==> config.mk <==
export PLATFORM = sky130hd
export DESIGN_NAME = lcoc_queue
export DESIGN_NICKNAME = d
export VERILOG_FILES = /design/src/hw/rtl/lcoc_pkg.sv /design/src/hw/rtl/lcoc_queue.sv
export SDC_FILE = /design/constraint.sdc
export NUM_CORES = 1
export LEC_CHECK = 0
export CORE_MARGIN = 2
export CORE_UTILIZATION = 30
export DETAILED_ROUTE_END_ITERATION = 8
export DONT_BUFFER_PORTS = 1
export GPL_TIMING_DRIVEN = 0
export HOLD_SLACK_MARGIN = 0.02
export PLACE_DENSITY = 0.49
export SKIP_LAST_GASP = 1
export SYNTH_ARGS = -nofsm -noshare
export SYNTH_HDL_FRONTEND = slang
export SYNTH_SLANG_ARGS = --single-unit
export TNS_END_PERCENT = 20
==> constraint.sdc <==
create_clock -name aclk -period 5.99 [get_ports aclk]
set_input_delay 0.599 -clock aclk [delete_from_list [all_inputs] [get_ports aclk]]
set_output_delay 0.599 -clock aclk [all_outputs]
set_load 0.03 [all_outputs]
==> src/hw/rtl/lcoc_pkg.sv <==
// Package for the lidar corridor obstacle check: payload structs, config
// struct, codes and queue sizing. No dependencies.
`default_nettype none

package lcoc_pkg;

    // Queue between the front pipeline and the result stage
    localparam int QDEPTH = 8;
    localparam int QPTR_W = $clog2(QDEPTH);
    localparam int QCNT_W = $clog2(QDEPTH + 1);

    // Reset value of check_distance, also the reset of both running minima
    localparam logic [15:0] CHECK_DIST_RESET = 16'd3840;
    localparam logic [15:0] CORR_WIDTH_RESET = 16'd256;
    localparam logic [15:0] COS_RESET        = 16'd16384;

    // Configuration register indexes
    localparam logic [2:0] REG_ORIGIN_X    = 3'd0;
    localparam logic [2:0] REG_ORIGIN_Y    = 3'd1;
    localparam logic [2:0] REG_COS         = 3'd2;
    localparam logic [2:0] REG_SIN         = 3'd3;
    localparam logic [2:0] REG_CHECK_DIST  = 3'd4;
    localparam logic [2:0] REG_CORR_WIDTH  = 3'd5;
    localparam logic [2:0] REG_SIDE_OFFSET = 3'd6;
    localparam logic [2:0] REG_DYN_MISSION = 3'd7;

    // Corridor hit codes
    localparam logic [1:0] HIT_NONE = 2'd0;
    localparam logic [1:0] HIT_OWN  = 2'd1;
    localparam logic [1:0] HIT_SIDE = 2'd2;

    // Safe lane codes
    localparam logic [1:0] LANE_LEFT  = 2'd0;
    localparam logic [1:0] LANE_MID   = 2'd1;
    localparam logic [1:0] LANE_RIGHT = 2'd2;

    typedef struct packed {
        logic signed [31:0] point_x;
        logic signed [31:0] point_y;
        logic               last_point;
    } point_t;

    typedef struct packed {
        logic        marked;
        logic [1:0]  corridor_hit;
        logic        scan_done;
        logic [1:0]  free_lane;
        logic        dyn_alert;
        logic [15:0] nearest_own;
        logic [15:0] nearest_side;
    } result_t;

    typedef struct packed {
        logic signed [31:0] origin_x;
        logic signed [31:0] origin_y;
        logic signed [15:0] heading_cosine;
        logic signed [15:0] heading_sine;
        logic        [15:0] check_distance;
        logic        [15:0] corridor_width;
        logic signed [16:0] side_lane_offset;
        logic               dynamic_mission;
    } cfg_t;

    // One classified point, as it travels through the queue
    typedef struct packed {
        logic [1:0]  hit;
        logic [15:0] fwd_dist;
        logic        last;
    } qent_t;

    typedef struct packed {
        logic full;
        logic empty;
    } qstat_t;

endpackage

`default_nettype wire

==> src/hw/rtl/lcoc_queue.sv <==
// Small register FIFO of classified points between front and back.
// Depends on lcoc_pkg.
`default_nettype none

module lcoc_queue (
    input  wire logic            aclk,
    input  wire logic            aresetn,
    input  wire logic            push,
    input  wire lcoc_pkg::qent_t push_data,
    input  wire logic            pop,
    output logic                 rd_valid,
    output lcoc_pkg::qent_t      rd_data,
    output lcoc_pkg::qstat_t     stat
);
    import lcoc_pkg::*;

    qent_t              mem_reg [QDEPTH];
    logic [QPTR_W-1:0]  wr_ptr_reg, wr_ptr_next;
    logic [QPTR_W-1:0]  rd_ptr_reg, rd_ptr_next;
    logic [QCNT_W-1:0]  count_reg, count_next;

    // pointer and fill count
    always_comb begin
        wr_ptr_next = push ? wr_ptr_reg + 1'b1 : wr_ptr_reg;
        rd_ptr_next = pop  ? rd_ptr_reg + 1'b1 : rd_ptr_reg;
        count_next  = count_reg;
        if (push && !pop) begin
            count_next = count_reg + 1'b1;
        end else if (!push && pop) begin
            count_next = count_reg - 1'b1;
        end
    end

    always_ff @(posedge aclk) begin
        if (!aresetn) begin
            wr_ptr_reg <= '0;
            rd_ptr_reg <= '0;
            count_reg  <= '0;
        end else begin
            wr_ptr_reg <= wr_ptr_next;
            rd_ptr_reg <= rd_ptr_next;
            count_reg  <= count_next;
        end
    end

    // storage
    always_ff @(posedge aclk) begin
        if (push) begin
            mem_reg[wr_ptr_reg] <= push_data;
        end
    end

    assign rd_valid   = (count_reg != '0);
    assign rd_data    = mem_reg[rd_ptr_reg];
    assign stat.empty = (count_reg == '0);
    assign stat.full  = (count_reg == QCNT_W'(QDEPTH));

endmodule

`default_nettype wire

==> results.cfg <==
[cells_and_area]
layout_commonest_cell = edfxtp_1
areaGrowthSynthToFinish_pct = 16.8
fillers = 1963
multi_input_area_um2 = 1560
largest_reg_flops = 152
seq_area_um2 = 4820
antenna_cells = 0
layout_common_cells = edfxtp_1 (152), mux4_2 (29), mux2_4 (18)
finalNetCount = 347
drive_gt1_frac = 0.320

[drt]
via_count = 2844
wire_per_inst_um = 20.3
routed.top_layer = met4
met1_length_um = 5350
dr_wl_met2_um = 6080
wl_um = 12300
route.detailed.drc = 0
viasPerCell = 4.69
wl_met3_um = 643
firstDrtPassIters = 4
ant_nets = 0
dr.first_iter.drc_count = 191

[cts]
clkLatencyLatePin_ps = 420
htreeDepth = 4
cts.sink_count = 165
cts_buffers = 17
clockRootBuffer = clkbuf_16
postCtsHoldBufs = 0
post_cts_buffers = 0
cts_resized = 0
cts_tree = yes
cts_buffer_depth = 2
cts.reportedPaths.clkPinSlew_ps = 60

[timing]
setup_violations = 0
finalCritPeriodShare = 0.463
hold_violations = 0
finalWorstSetupSlack_ps = 3220
rsz0062_at_grt = false
fin_setup_tns_ps = 0
maxSlewViolCount = 0
fmax_mhz = 360
relSlewSlack = 0.0648
skew_ps = 7.31
period_needed_ps = 2770
worst_pin_slew_ps = 1380

[floorplan]
io_pins = 45
design.die.area_um2 = 22700
row_count = 53
core-area_um2 = 21100
dieWidth_um = 151
start_util = 0.307
die_h_um = 151

[worst_hold_path]
hold_path_class = input port to register
worstHoldStart = push_data[5]
whs_path_depth = 0
hold-path-endpoint = mem_reg[0][5]$_DFFE_PP_

[run]
drv_cap = 0

[synthesis]
synth_ff_type = edfxtp_1
ys_types = 29
synth_compound_area_frac = 0.00368
post-synth-top-area-cell = edfxtp_1
synth_top_family_by_area = multiplexers
netlist_instances = 289
synthAdderAreaFrac = 0.0128
synth_xor_area_frac = 0.00813
netlist_top_cells_area = edfxtp_1 (71%), mux4_2 (10%), mux2_4 (4.2%)
synth_area_um2 = 6470
synthSimpleGateAreaFrac = 0.0259
synthArstFlopShare = 0
synth-edff-count = 152
ys_seq_elements = 165
syn-num-nets = 318
yosysSeqAreaShare = 0.746
yosysWarnings = 0
avgSynthCellArea_um2 = 22.4
synth.top_cell.area_share = 0.706
synth.area.mux_share = 0.187

[setup_path]
crit_family = multiplexers
crit_fanout = 10
critPathKind = register to output port
endpoint_kind = output port
max_stage_delay_ps = 660
cp.required_ps = 5390
ff2ff_setup_slack_ps = 4100
timing.reg2reg.worst_path_depth = 3
slowest_stage = clkbuf_1
cp_num_buf_inv = 1
cp-start-kind = register
path_cells = clkbuf_1 > mux4_1 > mux2_4
r2r_end = mem_reg[5][6]$_DFFE_PP_
r2r_start = wr_ptr_reg[0]$_SDFFE_PN0P_
cp.arrival_ps = 2180

[power]
power.density_nw_per_um2 = 338
sequentialPowerShare = 0.514
p_sw_frac = 0.239
clockPowerShare = 0.380
p_int_w = 0.00194
leakage_nw = 2.42
p_comb_frac = 0.106
p_switching_w = 0.000609
ir_drop_v = 0.000190

[global_routing]
track_usage = 0.117
antenna_found_initial = 0
grt-ovfl-total = 0
grt_pass1_vias = 2956
grt_first_pass_wirelength_um = 18600
grt_max_degree = 17

[place]
dp_slack_ps = 3640
dpl.hpwl_um = 7930
numPortBuffers = 0
gp_congestion = 0.646

[run_status]
outcome = finished, final reports clean
## cells in the mapped netlist, types with 4 or more instances
master and n:
nand2b_1 4, xnor2_1 4, nor2_1 7, ha_1 5, and2_1 7, mux2_4 18
mux4_2 29, edfxtp_1 152, mux4_1 9, mux2i_1 4, buf_2 6, dfxtp_1 13
nand2_1 6
## how the worst max path moves through the flow
stage	startpoint	to	depth (start not counted)
floorplan	push	mem_reg[0][0]$_DFFE_PP_	2
global placement	push	mem_reg[4][6]$_DFFE_PP_	2
detailed placement	register	rd_data[7]	3
CTS	register	rd_data[7]	3
global route	register	rd_data[7]	3
finish	register	rd_data[7]	3
## metal layers
layer	vias up	GRT usage
met3	17	0.0352
met2	62	0.185
li1	1250	-
met1	1515	0.150
met4	0	0.0519
met5	-	0
## worst register-to-register path: stages, from the launching register on
cell and delay (ps):
dfxtp_1 480, nand2b_1 150, nor2_2 730, buf_8 240
## through the flow
stage / instance area, µm² / hold slack, ps / power, W / util / std cells
2_1_floorplan: 6470 / 449 / 0.00155 / - / 289
3_3_place_gp: 6810 / 468 / 0.00160 / 0.323 / 564
3_5_place_dp: 7020 / 483 / 0.00161 / 0.333 / 574
4_1_cts: 7550 / 250 / 0.00258 / 0.358 / 606
5_1_grt: 7550 / 244 / 0.00265 / 0.358 / 606
6_report: 7550 / 266 / 0.00255 / 0.358 / 606
## layout make-up
cell class / instances / share of cell area
sequential: 165 / 0.639
inverter: 3 / 0.00149
buffer: 12 / 0.0123
clock inverter: 15 / 0.0146
tap: 275 / 0.0455
clock buffer: 17 / 0.0563
timing repair buffer: 10 / 0.0243
multi-input combinational: 109 / 0.207
## power by group through the flow
stage	Combinational, W	Clock (W)	Sequential (W)
floorplan	0.000219	0	0.00133
global placement	0.000261	0	0.00133
detailed placement	0.000278	0	0.00134
CTS	0.000278	0.000991	0.00131
global route	0.000290	0.00105	0.00131
finish	0.000270	0.000970	0.00131
## cells by family (layout without fill, tap and decap cells)
| family | Yosys count | count (layout) |
|---|---|---|
| DFF | 165 | 165 |
| adders and majority gates | 6 | 6 |
| muxes | 61 | 61 |
| xor gates and xnor gates | 6 | 6 |
| buffers and inverters | 15 | 57 |
| and+or+nand+nor | 32 | 32 |
| AOI/OAI and AO/OA | 4 | 4 |
No activity file was read; power rests on OpenSTA's default activity.
