===== config.mk =====
export PLATFORM = sky130hd
export DESIGN_NAME = lcoc_back
export DESIGN_NICKNAME = d
export VERILOG_FILES = /design/src/hw/rtl/lcoc_pkg.sv /design/src/hw/rtl/lcoc_back.sv
export SDC_FILE = /design/constraint.sdc
export NUM_CORES = 1
export LEC_CHECK = 0
export ABC_AREA = 0
export BUFFER_PORTS_ARGS = -buffer_cell sky130_fd_sc_hd__buf_4
export CORE_MARGIN = 2
export CORE_UTILIZATION = 50
export DETAILED_ROUTE_END_ITERATION = 12
export GPL_ROUTABILITY_DRIVEN = 0
export GPL_TIMING_DRIVEN = 0
export PLACE_DENSITY = 0.95
export SETUP_SLACK_MARGIN = 0.02
export SLEW_MARGIN = 20
export SYNTH_ARGS = -nofsm -noshare
export SYNTH_HDL_FRONTEND = slang
export SYNTH_SLANG_ARGS = --single-unit

===== constraint.sdc =====
create_clock -name aclk -period 8.4 [get_ports aclk]
set_input_delay 0 -clock aclk [delete_from_list [all_inputs] [get_ports aclk]]
set_output_delay 0 -clock aclk [all_outputs]
set_load 0.05 [all_outputs]

===== src/hw/rtl/lcoc_pkg.sv =====
// Package for the lidar corridor obstacle check: payload structs, config
// struct, codes and queue sizing. No dependencies.
`default_nettype none

package lcoc_pkg;

    // Queue between the front pipeline and the result stage
    localparam int QDEPTH = 8;
    localparam int QPTR_W = $clog2(QDEPTH);
    localparam int QCNT_W = $clog2(QDEPTH + 1);

    // Reset value of check_distance, also the reset of both running minima
    localparam logic [15:0] CHECK_DIST_RESET = 16'd3840;
    localparam logic [15:0] CORR_WIDTH_RESET = 16'd256;
    localparam logic [15:0] COS_RESET        = 16'd16384;

    // Configuration register indexes
    localparam logic [2:0] REG_ORIGIN_X    = 3'd0;
    localparam logic [2:0] REG_ORIGIN_Y    = 3'd1;
    localparam logic [2:0] REG_COS         = 3'd2;
    localparam logic [2:0] REG_SIN         = 3'd3;
    localparam logic [2:0] REG_CHECK_DIST  = 3'd4;
    localparam logic [2:0] REG_CORR_WIDTH  = 3'd5;
    localparam logic [2:0] REG_SIDE_OFFSET = 3'd6;
    localparam logic [2:0] REG_DYN_MISSION = 3'd7;

    // Corridor hit codes
    localparam logic [1:0] HIT_NONE = 2'd0;
    localparam logic [1:0] HIT_OWN  = 2'd1;
    localparam logic [1:0] HIT_SIDE = 2'd2;

    // Safe lane codes
    localparam logic [1:0] LANE_LEFT  = 2'd0;
    localparam logic [1:0] LANE_MID   = 2'd1;
    localparam logic [1:0] LANE_RIGHT = 2'd2;

    typedef struct packed {
        logic signed [31:0] point_x;
        logic signed [31:0] point_y;
        logic               last_point;
    } point_t;

    typedef struct packed {
        logic        marked;
        logic [1:0]  corridor_hit;
        logic        scan_done;
        logic [1:0]  free_lane;
        logic        dyn_alert;
        logic [15:0] nearest_own;
        logic [15:0] nearest_side;
    } result_t;

    typedef struct packed {
        logic signed [31:0] origin_x;
        logic signed [31:0] origin_y;
        logic signed [15:0] heading_cosine;
        logic signed [15:0] heading_sine;
        logic        [15:0] check_distance;
        logic        [15:0] corridor_width;
        logic signed [16:0] side_lane_offset;
        logic               dynamic_mission;
    } cfg_t;

    // One classified point, as it travels through the queue
    typedef struct packed {
        logic [1:0]  hit;
        logic [15:0] fwd_dist;
        logic        last;
    } qent_t;

    typedef struct packed {
        logic full;
        logic empty;
    } qstat_t;

endpackage

`default_nettype wire


===== src/hw/rtl/lcoc_back.sv =====
// Back end: running corridor minima, scan summary and the output register.
// Depends on lcoc_pkg.
`default_nettype none

module lcoc_back (
    input  wire logic            aclk,
    input  wire logic            aresetn,
    input  wire logic            q_valid,
    input  wire lcoc_pkg::qent_t q_data,
    input  wire lcoc_pkg::cfg_t  cfg,
    output logic                 pop,
    output logic                 m_valid,
    input  wire logic            m_ready,
    output lcoc_pkg::result_t    m_data
);
    import lcoc_pkg::*;

    logic [15:0] own_min_reg, own_min_next;
    logic [15:0] side_min_reg, side_min_next;
    logic        dyn_seen_reg, dyn_seen_next;
    logic        m_valid_reg;
    result_t     m_data_reg, m_data_next;
    logic [15:0] own_new, side_new;
    logic        dyn_new;

    // take the next entry when the output register is free or draining
    assign pop = q_valid && (!m_valid_reg || m_ready);

    // update minima and build the result
    always_comb begin
        own_new  = own_min_reg;
        side_new = side_min_reg;
        if (q_data.hit == HIT_OWN && q_data.fwd_dist < own_min_reg) begin
            own_new = q_data.fwd_dist;
        end
        if (q_data.hit == HIT_SIDE && q_data.fwd_dist < side_min_reg) begin
            side_new = q_data.fwd_dist;
        end
        dyn_new = dyn_seen_reg || (q_data.hit == HIT_OWN && cfg.dynamic_mission);

        m_data_next.marked       = (q_data.hit != HIT_NONE);
        m_data_next.corridor_hit = q_data.hit;
        m_data_next.scan_done    = q_data.last;
        m_data_next.nearest_own  = own_new;
        m_data_next.nearest_side = side_new;
        m_data_next.free_lane    = LANE_MID;
        m_data_next.dyn_alert    = 1'b0;

        own_min_next  = own_new;
        side_min_next = side_new;
        dyn_seen_next = dyn_new;

        // end of scan: summary, then reload
        if (q_data.last) begin
            if (own_new < side_new) begin
                if (!cfg.side_lane_offset[16] && cfg.side_lane_offset != '0) begin
                    m_data_next.free_lane = LANE_LEFT;
                end else if (cfg.side_lane_offset[16]) begin
                    m_data_next.free_lane = LANE_RIGHT;
                end
            end
            m_data_next.dyn_alert = dyn_new;
            own_min_next  = cfg.check_distance;
            side_min_next = cfg.check_distance;
            dyn_seen_next = 1'b0;
        end
    end

    always_ff @(posedge aclk) begin
        if (!aresetn) begin
            own_min_reg  <= CHECK_DIST_RESET;
            side_min_reg <= CHECK_DIST_RESET;
            dyn_seen_reg <= 1'b0;
            m_valid_reg  <= 1'b0;
        end else begin
            if (pop) begin
                own_min_reg  <= own_min_next;
                side_min_reg <= side_min_next;
                dyn_seen_reg <= dyn_seen_next;
                m_valid_reg  <= 1'b1;
            end else if (m_ready) begin
                m_valid_reg  <= 1'b0;
            end
        end
    end

    always_ff @(posedge aclk) begin
        if (pop) begin
            m_data_reg <= m_data_next;
        end
    end

    assign m_valid = m_valid_reg;
    assign m_data  = m_data_reg;

endmodule

`default_nettype wire


==> results.sh, run 1 <==
export IMPL_relSlewSlack_pct=51.0
export IMPL_drv_slew=0
export IMPL_area_growth_pct=30.5
export IMPL_yosys_warnings=0
export IMPL_p_switching_mw=0.331
export IMPL_synth_cell_type_count=51
export IMPL_clock_latency_ns=0.36
export IMPL_largest_reg_flops=39
export IMPL_nets=742
export IMPL_syn_nets=614
export IMPL_finalHoldViolations=0
export IMPL_synth_seq_cells=73
export IMPL_pwr_share_clk_pct=30.3
export IMPL_p_seq_share_pct=41.4
export IMPL_cts_resized=0
export IMPL_postSynthAreaPerCell_sq_um=10.6
export IMPL_dp_final_hpwl_um=8750
export IMPL_setup_ws_ns=4.17
export IMPL_pre_cts_ws_ns=4.26
export IMPL_crit_type="flop to flop"
export IMPL_rsz0062_at_grt="false"
export IMPL_fp_row_count=33
export IMPL_grt_first_pass_wirelength_um=18800
export IMPL_diodes=0
export IMPL_yosysTopAreaCell="edfxtp_1"
export IMPL_fin_crit_sh_pct=50.4
export IMPL_powerDensity_nw_per_um2=184
export IMPL_intPower_mw=0.692
export IMPL_fp_coreArea_sq_um=8220
export IMPL_final_cell_mix="buf_4 (97), inv_1 (50), ha_1 (45)"
export IMPL_worstPathArrival_ns=4.34
export IMPL_synth_edff_count=39
export IMPL_tritoncts="built"
export IMPL_tightest_slew_ns=0.735
export IMPL_finalClockSkew_ns=0.00461
export IMPL_p_leak_nw=2.48
export IMPL_die_h_um=96.2
export IMPL_drive_gt1_share_pct=32.3
export IMPL_crit_fanout=10
export IMPL_worstSetupStartpointType="flop"
export IMPL_fin_crit_ns=4.23
export IMPL_netlist_instances=400
export IMPL_synthArstFlopShare_pct=0
export IMPL_ioPinCount=210
export IMPL_worstSetupEndpointType="flop"
export IMPL_drv_cap=0
export IMPL_grt_max_degree=27
export IMPL_numCtsBuffers=9
export IMPL_vias=3838
export IMPL_required_ns=8.51
export IMPL_layout_commonest_cell="buf_4"
export IMPL_netlist_area_sq_um=4250
export IMPL_grt_overflow_total=0
export IMPL_antenna_found_initial=0
export IMPL_status="finished clean"
export IMPL_first_iter_violations=327
export IMPL_die_area_sq_um=9260
export IMPL_p_sw_share_pct=32.3
export IMPL_netlist_area_leader_share_pct=27.5
export IMPL_clockBufferDepth=2
export IMPL_setup_tns_ns=0
export IMPL_viasPerCell=6.02
export IMPL_peakVddDrop_mv=0.110
export IMPL_power_frac_comb_pct=28.3
export IMPL_min_path_type="input pin to flop"
export IMPL_routed_wl_um=11900
export IMPL_htreeDepth=3
export IMPL_start_util_pct=51.8
export IMPL_setup_viol=0
export IMPL_firstDrtPassIters=5
export IMPL_drc=0
export IMPL_grt_pass1_vias=4017
export IMPL_max_freq_ghz=0.236
export IMPL_postCtsSetupBuffers=0
export IMPL_cts_root_buf="clkbuf_8"
export IMPL_fp_dieW_um=96.2
export IMPL_clk_pin_slew_ns=0.08
export IMPL_fill_cells=597
export IMPL_yosys_most_used_dff="edfxtp_1"
export IMPL_p_total_mw=1.02
export IMPL_clock_sinks=73
export IMPL_postRouteAntennaNets=0
export IMPL_netlist_top_cells_area="edfxtp_1 (28%), dfxtp_1 (16%), ha_1 (13%)"
export IMPL_grt_usage_pct=26.8
export IMPL_wire_per_inst_um=18.7
export IMPL_yosysSeqAreaShare_pct=43.5
export IMPL_portBuffers=97
cell families (layout without fill, tap and decap cells):
kind of cell | Yosys count | count (layout) | share of synthesized area, %
flip-flops | 73 | 73 | 43.5
multiplexers | 22 | 22 | 5.62
buffers and inverters | 63 | 196 | 6.00
AND/OR/NAND/NOR | 73 | 73 | 9.41
AO/OA/AOI/OAI | 124 | 124 | 22.2
adder cells (fa/ha/maj) | 45 | 45 | 13.2
path summary, 6_finish.rpt:
path | to | startpoint | cells after the start | slack [ns]
worst max register to register | m_data[33]$_SDFFCE_PN1P_ | own_min_reg[15]$_SDFFE_PN0P_ | 14 | 4.17
worst min-delay path | m_data[33]$_SDFFCE_PN1P_ | cfg[13] | 3 | 0.03
worst min register to register | side_min_reg[0]$_SDFFE_PN0P_ | side_min_reg[0]$_SDFFE_PN0P_ | 2 | 0.49
worst max-delay path | m_data[33]$_SDFFCE_PN1P_ | own_min_reg[15]$_SDFFE_PN0P_ | 14 | 4.17
power by group through the flow:
| stage | clock [mW] | sequential (mW) | combinational, mW |
|---|---|---|---|
| 3_3_place_gp | 0 | 0.430 | 0.261 |
| 6_report | 0.310 | 0.423 | 0.289 |
| 3_5_place_dp | 0 | 0.431 | 0.275 |
| 4_1_cts | 0.310 | 0.423 | 0.285 |
| 2_1_floorplan | 0 | 0.485 | 0.124 |
| 5_1_grt | 0.324 | 0.426 | 0.313 |
area by class of cell:
type	instances	area, sq um	share of cell area [%]
clock inverter	6	90.1	1.62
multi-input combinational	264	2150	38.7
inverter	50	188	3.38
buffer	13	68.8	1.24
clock buffer	10	128	2.30
sequential	73	1850	33.4
tap	105	131	2.37
timing repair buffer	117	946	17.0
synth_stat cells (7+ instances only):
library cell and n:
edfxtp_1 39, mux2i_1 7, o21a_1 19, dfxtp_1 34, nand2_1 23, ha_1 45, inv_1 50, a21oi_1 17
clkbuf_1 8, a31oi_1 9, o221a_2 21, o21ai_0 23, mux2_2 15, or2_2 9
what timing repair did:
action	in CTS	in global routing
hold buffers	19	0
setup endpoints to repair	0	0
hold endpoints to repair	31	0
routing by layer:
layer	vias to the layer above	global-route usage [%]	part of all wire, %	routed length, um
li1	1760	-	-	-
met1	1762	31.0	39	4630
met2	252	45.3	47	5610
met3	64	7.13	9.8	1160
met4	0	13.7	4.2	500
met5	-	0	0	0
worst max-delay path, stage by stage (launching register included):
cell and delay (ns):
dfxtp_1 0.37, inv_1 0.06, ha_1 0.31, nand4_1 0.17
or3_1 0.40, clkbuf_1 0.18, o21ai_1 0.38, buf_2 0.35
mux2_2 0.39, ha_1 0.30, a21o_1 0.19, a211o_1 0.33
nor3_1 0.22, o2111a_1 0.25, o21ai_1 0.07
through the flow:
step	instance area (sq um)	std cells	utilization, %	hold slack, ns
after floorplan	4250	400	-	0.0989
after global placement	5110	602	62.2	0.212
after detailed placement	5140	603	62.6	0.214
after CTS	5550	638	67.5	0.0296
after global routing	5550	638	67.5	0.0312
final	5550	638	67.5	0.0333
(Power assumes the default switching activity.)
==> inputs of run 2 (changes only) <==
- CORE_UTILIZATION: 50 -> 42
- PLACE_DENSITY: 0.95 -> 0.86
- clock period: 8.4 -> 3.6 ns (I/O delays scaled with it)
==> run 2 against run 1 <==
- the flow now finishes with violations (setup timing)
- largest power group unchanged
- highest routed layer unchanged
- first-iteration DRC count decreased by 2.8%
- cell count increased by 8.9%
- hold slack got worse by 0.020 ns
- register-to-register slack got worse by 4.2 ns
- critical path depth increased by 1
- sequential power increased by 140%
- sequential cell count unchanged
- critical endpoint unchanged
- via count increased by 7.5%
==> results.sh, run 2 (synthesis gave the netlist of run 1 again) <==
export IMPL_status="finished, violations left"
export IMPL_violations="setup timing"
export IMPL_crit_path_top_delay_cell="or3_4"
export IMPL_r2r_setup_slack_ns=-0.04
export IMPL_firstDrtPassIters=5
export IMPL_postRouteAntennaNets=0
export IMPL_numCtsBuffers=9
export IMPL_routed_wl_um=14800
export IMPL_setup_viol=2
export IMPL_clk_pin_slew_ns=0.08
export IMPL_p_sw_share_pct=34.8
export IMPL_relSlewSlack_pct=52.3
export IMPL_drv_cap=0
export IMPL_peakVddDrop_mv=0.228
export IMPL_path_cells="inv_1 -> ha_1 -> nand4_4 -> or3_4 -> o32a_4 -> nand2_8 -> buf_12 -> mux2_2 -> inv_2 -> ha_4 -> a211oi_2 -> nand2_2 -> o21ai_2 -> nor3b_4 -> o21ai_1"
export IMPL_final_util_pct=64.6
export IMPL_worstSetupEndpointType="flop"
export IMPL_powerDensity_nw_per_um2=400
export IMPL_top_layer_used="met4"
export IMPL_required_ns=3.71
export IMPL_p_leak_nw=2.65
export IMPL_fin_crit_ns=3.64
export IMPL_m1WireLength_um=5700
export IMPL_pre_cts_ws_ns=-0.701
export IMPL_dp_final_hpwl_um=8840
export IMPL_met2WireLength_um=7250
export IMPL_clock_sinks=73
export IMPL_fp_dieW_um=105
export IMPL_finalClockSkew_ns=0.0141
export IMPL_p_switching_mw=0.882
export IMPL_start_util_pct=43.3
export IMPL_max_freq_ghz=0.275
export IMPL_tritoncts="built"
export IMPL_setup_tns_ns=-0.0585
export IMPL_drc=0
export IMPL_dr_wl_met3_um=1260
export IMPL_vias=4125
export IMPL_wire_per_inst_um=21.3
export IMPL_diodes=0
export IMPL_grt_first_pass_wirelength_um=21200
export IMPL_first_iter_violations=318
export IMPL_clock_latency_ns=0.37
export IMPL_setup_ws_ns=-0.0351
export IMPL_fp_row_count=36
export IMPL_worstPathArrival_ns=3.75
export IMPL_finalHoldViolations=0
export IMPL_area_growth_pct=49.2
export IMPL_viasPerCell=5.94
export IMPL_worst_path_largest_cell_delay_ns=0.42
export IMPL_fin_crit_sh_pct=101
export IMPL_rsz0062_at_grt="true"
export IMPL_antenna_found_initial=0
export IMPL_cts_root_buf="clkbuf_8"
export IMPL_final_cell_mix="buf_4 (126), inv_1 (40), edfxtp_1 (39)"
export IMPL_die_area_sq_um=10900
export IMPL_critPathBufInv=3
export IMPL_drive_gt1_share_pct=50.5
export IMPL_power_frac_comb_pct=34.9
export IMPL_nets=771
export IMPL_largest_reg_flops=39
export IMPL_crit_type="flop to flop"
export IMPL_drv_slew=0
export IMPL_crit_fanout=5
export IMPL_intPower_mw=1.65
export IMPL_grt_max_degree=30
export IMPL_min_path_type="input pin to flop"
export IMPL_fp_coreArea_sq_um=9820
export IMPL_portBuffers=97
export IMPL_clockBufferDepth=2
export IMPL_layout_commonest_cell="buf_4"
export IMPL_tightest_slew_ns=0.716
export IMPL_worstSetupStartpointType="flop"
export IMPL_pwr_share_clk_pct=25.9
export IMPL_grt_pass1_vias=4096
export IMPL_htreeDepth=3
export IMPL_ioPinCount=210
export IMPL_die_h_um=105
export IMPL_grt_overflow_total=0
export IMPL_p_seq_share_pct=39.2
export IMPL_grt_usage_pct=24.5
export IMPL_path_delay_family="simple AND/OR/NAND/NOR gates"
[run 2: changes by cell type in the layout (fill, tap and decap cells not counted), moves of 7 or more]
cell and change:
ha_4 +18, dfxtp_1 -16, dfxtp_2 +14, ha_1 -19, inv_2 +10, mux2i_1 -7
inv_1 -10, buf_4 +29
[run 2: power by group through the flow]
stage / Clock, mW / Sequential [mW] / Combinational [mW]
2_1_floorplan: 0 / 1.13 / 0.289
3_3_place_gp: 0 / 1.00 / 0.615
3_5_place_dp: 0 / 1.00 / 0.642
4_1_cts: 0.648 / 0.987 / 0.750
5_1_grt: 0.689 / 0.999 / 0.928
6_report: 0.657 / 0.995 / 0.884
[run 2: stage by stage]
| stage | hold slack, ns | cell area [sq um] | total power [mW] | cells |
|---|---|---|---|---|
| 6_report | 0.0137 | 6340 | 2.54 | 695 |
| 5_1_grt | 0.0233 | 6340 | 2.62 | 695 |
| 4_1_cts | 0.00813 | 6020 | 2.39 | 683 |
| 3_5_place_dp | 0.214 | 5170 | 1.65 | 631 |
| 3_3_place_gp | 0.213 | 5150 | 1.62 | 630 |
| 2_1_floorplan | 0.0989 | 4250 | 1.42 | 400 |
[run 2: worst min-delay path, delay by kind of cell]
family                 cells  cell delay, ns
AND/OR/NAND/NOR            1            0.08
buffers and inverters      1            0.07
AO/OA/AOI/OAI              1            0.05
[run 2: per-layer routing]
layer	vias to the layer above	GRT usage, %
met2	265	41.1
met5	-	0
met1	1973	29.9
met4	0	12.0
met3	63	5.24
li1	1824	-
[run 2: layout make-up]
class                      count  area, sq um
buffer                        11         80.1
multi-input combinational    264         2640
clock buffer                   9          124
clock inverter                 7         71.3
sequential                    73         1880
fill                         719         3470
tap                          133          166
inverter                      50          188
timing repair buffer         148         1200
[run 2: final timing paths]
check / start / end / cells past startpoint
setup reg to reg: side_min_reg[12]$_SDFFE_PN0P_ / m_data[33]$_SDFFCE_PN1P_ / 15
hold / removal: cfg[13] / m_data[33]$_SDFFCE_PN1P_ / 3
setup / recovery: side_min_reg[12]$_SDFFE_PN0P_ / m_data[33]$_SDFFCE_PN1P_ / 15
hold reg to reg: side_min_reg[0]$_SDFFE_PN0P_ / side_min_reg[0]$_SDFFE_PN0P_ / 2
[run 2: what timing repair did]
item                                    CTS  global route
gates resized for setup                  59            52
cloned                                    1             0
endpoints found under the hold margin    29             0
buffers inserted                         19            13
pin swaps                                18            22
hold buffers                             18             0
endpoints found under the setup margin    2             2
==> inputs of run 3 (changes only) <==
- SETUP_SLACK_MARGIN: 0.02 -> 0.1
==> run 3 against run 2 <==
- the run still ends with setup timing left
- maximum frequency shrank 2.7%
- hold slack gained 0.0061 ns
- cell count is the same
- core utilization grew 0.75 points
- critical endpoint is now m_data[34]$_SDFFCE_PP0P_
==> results.sh, run 3 (synthesis gave the netlist of run 1 again) <==
export IMPL_drc=0
export IMPL_largest_reg_flops=39
export IMPL_wire_per_inst_um=21.6
export IMPL_grt_overflow_total=0
export IMPL_p_leak_nw=2.69
export IMPL_clk_pin_slew_ns=0.08
export IMPL_tritoncts="built"
export IMPL_fp_coreArea_sq_um=9820
export IMPL_area_growth_pct=50.9
export IMPL_final_cell_mix="buf_4 (121), inv_1 (41), edfxtp_1 (39)"
export IMPL_path_cells="inv_2 -> ha_4 -> nand4_1 -> or3_4 -> buf_8 -> o21ai_4 -> buf_4 -> mux2_2 -> ha_4 -> and3_4 -> nand4_1 -> a21oi_4 -> o21ai_2 -> nor3b_4 -> o21a_1"
export IMPL_intPower_mw=1.74
export IMPL_die_h_um=105
export IMPL_setup_ws_ns=-0.136
export IMPL_fin_crit_ns=3.74
export IMPL_clock_sinks=73
export IMPL_cts_root_buf="clkbuf_8"
export IMPL_portBuffers=97
export IMPL_reg2reg_depth=15
export IMPL_min_path_type="input pin to flop"
export IMPL_die_area_sq_um=10900
export IMPL_first_iter_violations=521
export IMPL_rsz0062_at_grt="true"
export IMPL_nets=771
export IMPL_grt_pass1_vias=4270
export IMPL_crit_start="own_min_reg[14]$_SDFFE_PN0P_"
export IMPL_p_switching_mw=0.890
export IMPL_clockBufferDepth=2
export IMPL_worstSetupEndpoint="m_data[34]$_SDFFCE_PP0P_"
export IMPL_fp_dieW_um=105
export IMPL_routed_wl_um=15000
export IMPL_finalHoldViolations=0
export IMPL_tightest_slew_ns=0.704
export IMPL_place_inst=631
export IMPL_crit_fanout=5
export IMPL_start_util_pct=43.3
export IMPL_dp_final_hpwl_um=8560
export IMPL_drv_slew=0
export IMPL_worstPathArrival_ns=3.85
export IMPL_antenna_found_initial=0
export IMPL_setup_viol=2
export IMPL_clock_latency_ns=0.37
export IMPL_violations="setup timing"
export IMPL_viasPerCell=6.02
export IMPL_worstSetupStartpointType="flop"
export IMPL_fp_row_count=36
export IMPL_finalClockSkew_ns=0.0210
export IMPL_numCtsBuffers=9
export IMPL_max_freq_ghz=0.268
export IMPL_vias=4185
export IMPL_p_total_mw=2.63
export IMPL_firstDrtPassIters=8
export IMPL_grt_max_degree=26
export IMPL_power_frac_comb_pct=34.4
export IMPL_r2r_end="m_data[34]$_SDFFCE_PP0P_"
export IMPL_crit_path_top_delay_cell="or3_4"
export IMPL_htreeDepth=3
export IMPL_grt_first_pass_wirelength_um=21900
export IMPL_layout_commonest_cell="buf_4"
export IMPL_drv_cap=0
export IMPL_p_sw_share_pct=33.8
export IMPL_diodes=0
export IMPL_drive_gt1_share_pct=49.8
export IMPL_fill_cells=683
export IMPL_fin_crit_sh_pct=104
export IMPL_r2r_setup_slack_ns=-0.14
export IMPL_peakVddDrop_mv=0.229
export IMPL_post_layout_nonfiller_instances=695
export IMPL_crit_type="flop to flop"
export IMPL_ioPinCount=210
export IMPL_p_seq_share_pct=37.7
export IMPL_reg2reg_from="own_min_reg[14]$_SDFFE_PN0P_"
export IMPL_required_ns=3.71
export IMPL_relSlewSlack_pct=53.1
export IMPL_worst_path_largest_cell_delay_ns=0.44
export IMPL_worstSetupEndpointType="flop"
export IMPL_pwr_share_clk_pct=27.9
export IMPL_powerDensity_nw_per_um2=410
export IMPL_postRouteAntennaNets=0
export IMPL_status="finished, violations left"
export IMPL_grt_usage_pct=25.6
export IMPL_pre_cts_ws_ns=-0.471
==> run 3: changes by cell type in the layout (fill, tap and decap cells not counted), sizes merged <==
| cell | delta |
|---|---|
| buf | -3 |
| clkbuf | +2 |
| clkinvlp | -1 |
| inv | +1 |
| dlygate4sd3 | +2 |
| bufinv | +1 |
| clkinv | -2 |
==> run 3: metal layers <==
metal | track usage (%) | share of wire, %
met1 | 30.9 | 38
met2 | 41.9 | 47
met5 | 0 | 0
met3 | 6.11 | 9.0
met4 | 14.4 | 5.5
==> run 3: worst min-delay path by stage <==
stage,startpoint,end,slack (ns),depth (start not counted)
after floorplan,q_data[0],m_data[35]$_DFFE_PP_,0.1,0
after global placement,q_data[17],m_data[36]$_DFFE_PP_,0.21,1
after detailed placement,q_data[17],m_data[36]$_DFFE_PP_,0.21,1
after CTS,q_data[6],m_data[5]$_DFFE_PP_,0.002,2
after global routing,q_data[6],m_data[5]$_DFFE_PP_,0.02,2
final,cfg[15],m_data[33]$_SDFFCE_PN1P_,0.02,3
==> run 3: cell type report <==
cell class              count  area [sq um]  area share (%)
plain buffers              13          96.3            1.50
clock buffers              10           128            1.99
clock inverters             6          92.6            1.44
inverters                  50           190            2.96
multi-input cells         264          2670            41.5
flip-flops and latches     73          1870            29.2
well taps                 133           166            2.59
repair buffers            146          1210            18.8
==> run 3: repair_timing <==
action,CTS,global route
pin swaps,21,20
gates cloned,2,0
gates resized for setup,84,36
endpoints found under the hold margin,29,0
buffers inserted,18,8
hold buffers,20,0
endpoints found under the setup margin,2,2
==> run 3: worst max-delay path, delay by kind of cell, from the launching register on <==
kind	cells	cell delay, ns
AND/OR/NAND/NOR	5	1.18
AO/OA/AOI/OAI	4	0.64
adder cells (fa/ha/maj)	2	0.56
multiplexers	1	0.38
flip-flops	1	0.37
buffers and inverters	3	0.37
==> run 3: power by group through the flow <==
stage	clock [mW]	combinational, mW	sequential (mW)
after floorplan	0	0.290	1.13
after global placement	0	0.616	1.00
after detailed placement	0	0.639	1.00
after CTS	0.728	0.779	0.989
after global routing	0.772	0.954	1.00
final	0.735	0.906	0.994
==> run 3: per-stage QoR <==
step	util, %	area (sq um)	setup TNS [ns]	hold slack [ns]
after detailed placement	52.8	5180	-0.847	0.211
after global routing	65.4	6420	-0.388	0.0222
final	65.4	6420	-0.228	0.0198
after global placement	52.5	5150	-0.761	0.207
after CTS	62.6	6150	0	0.00171
after floorplan	-	4260	0	0.0989
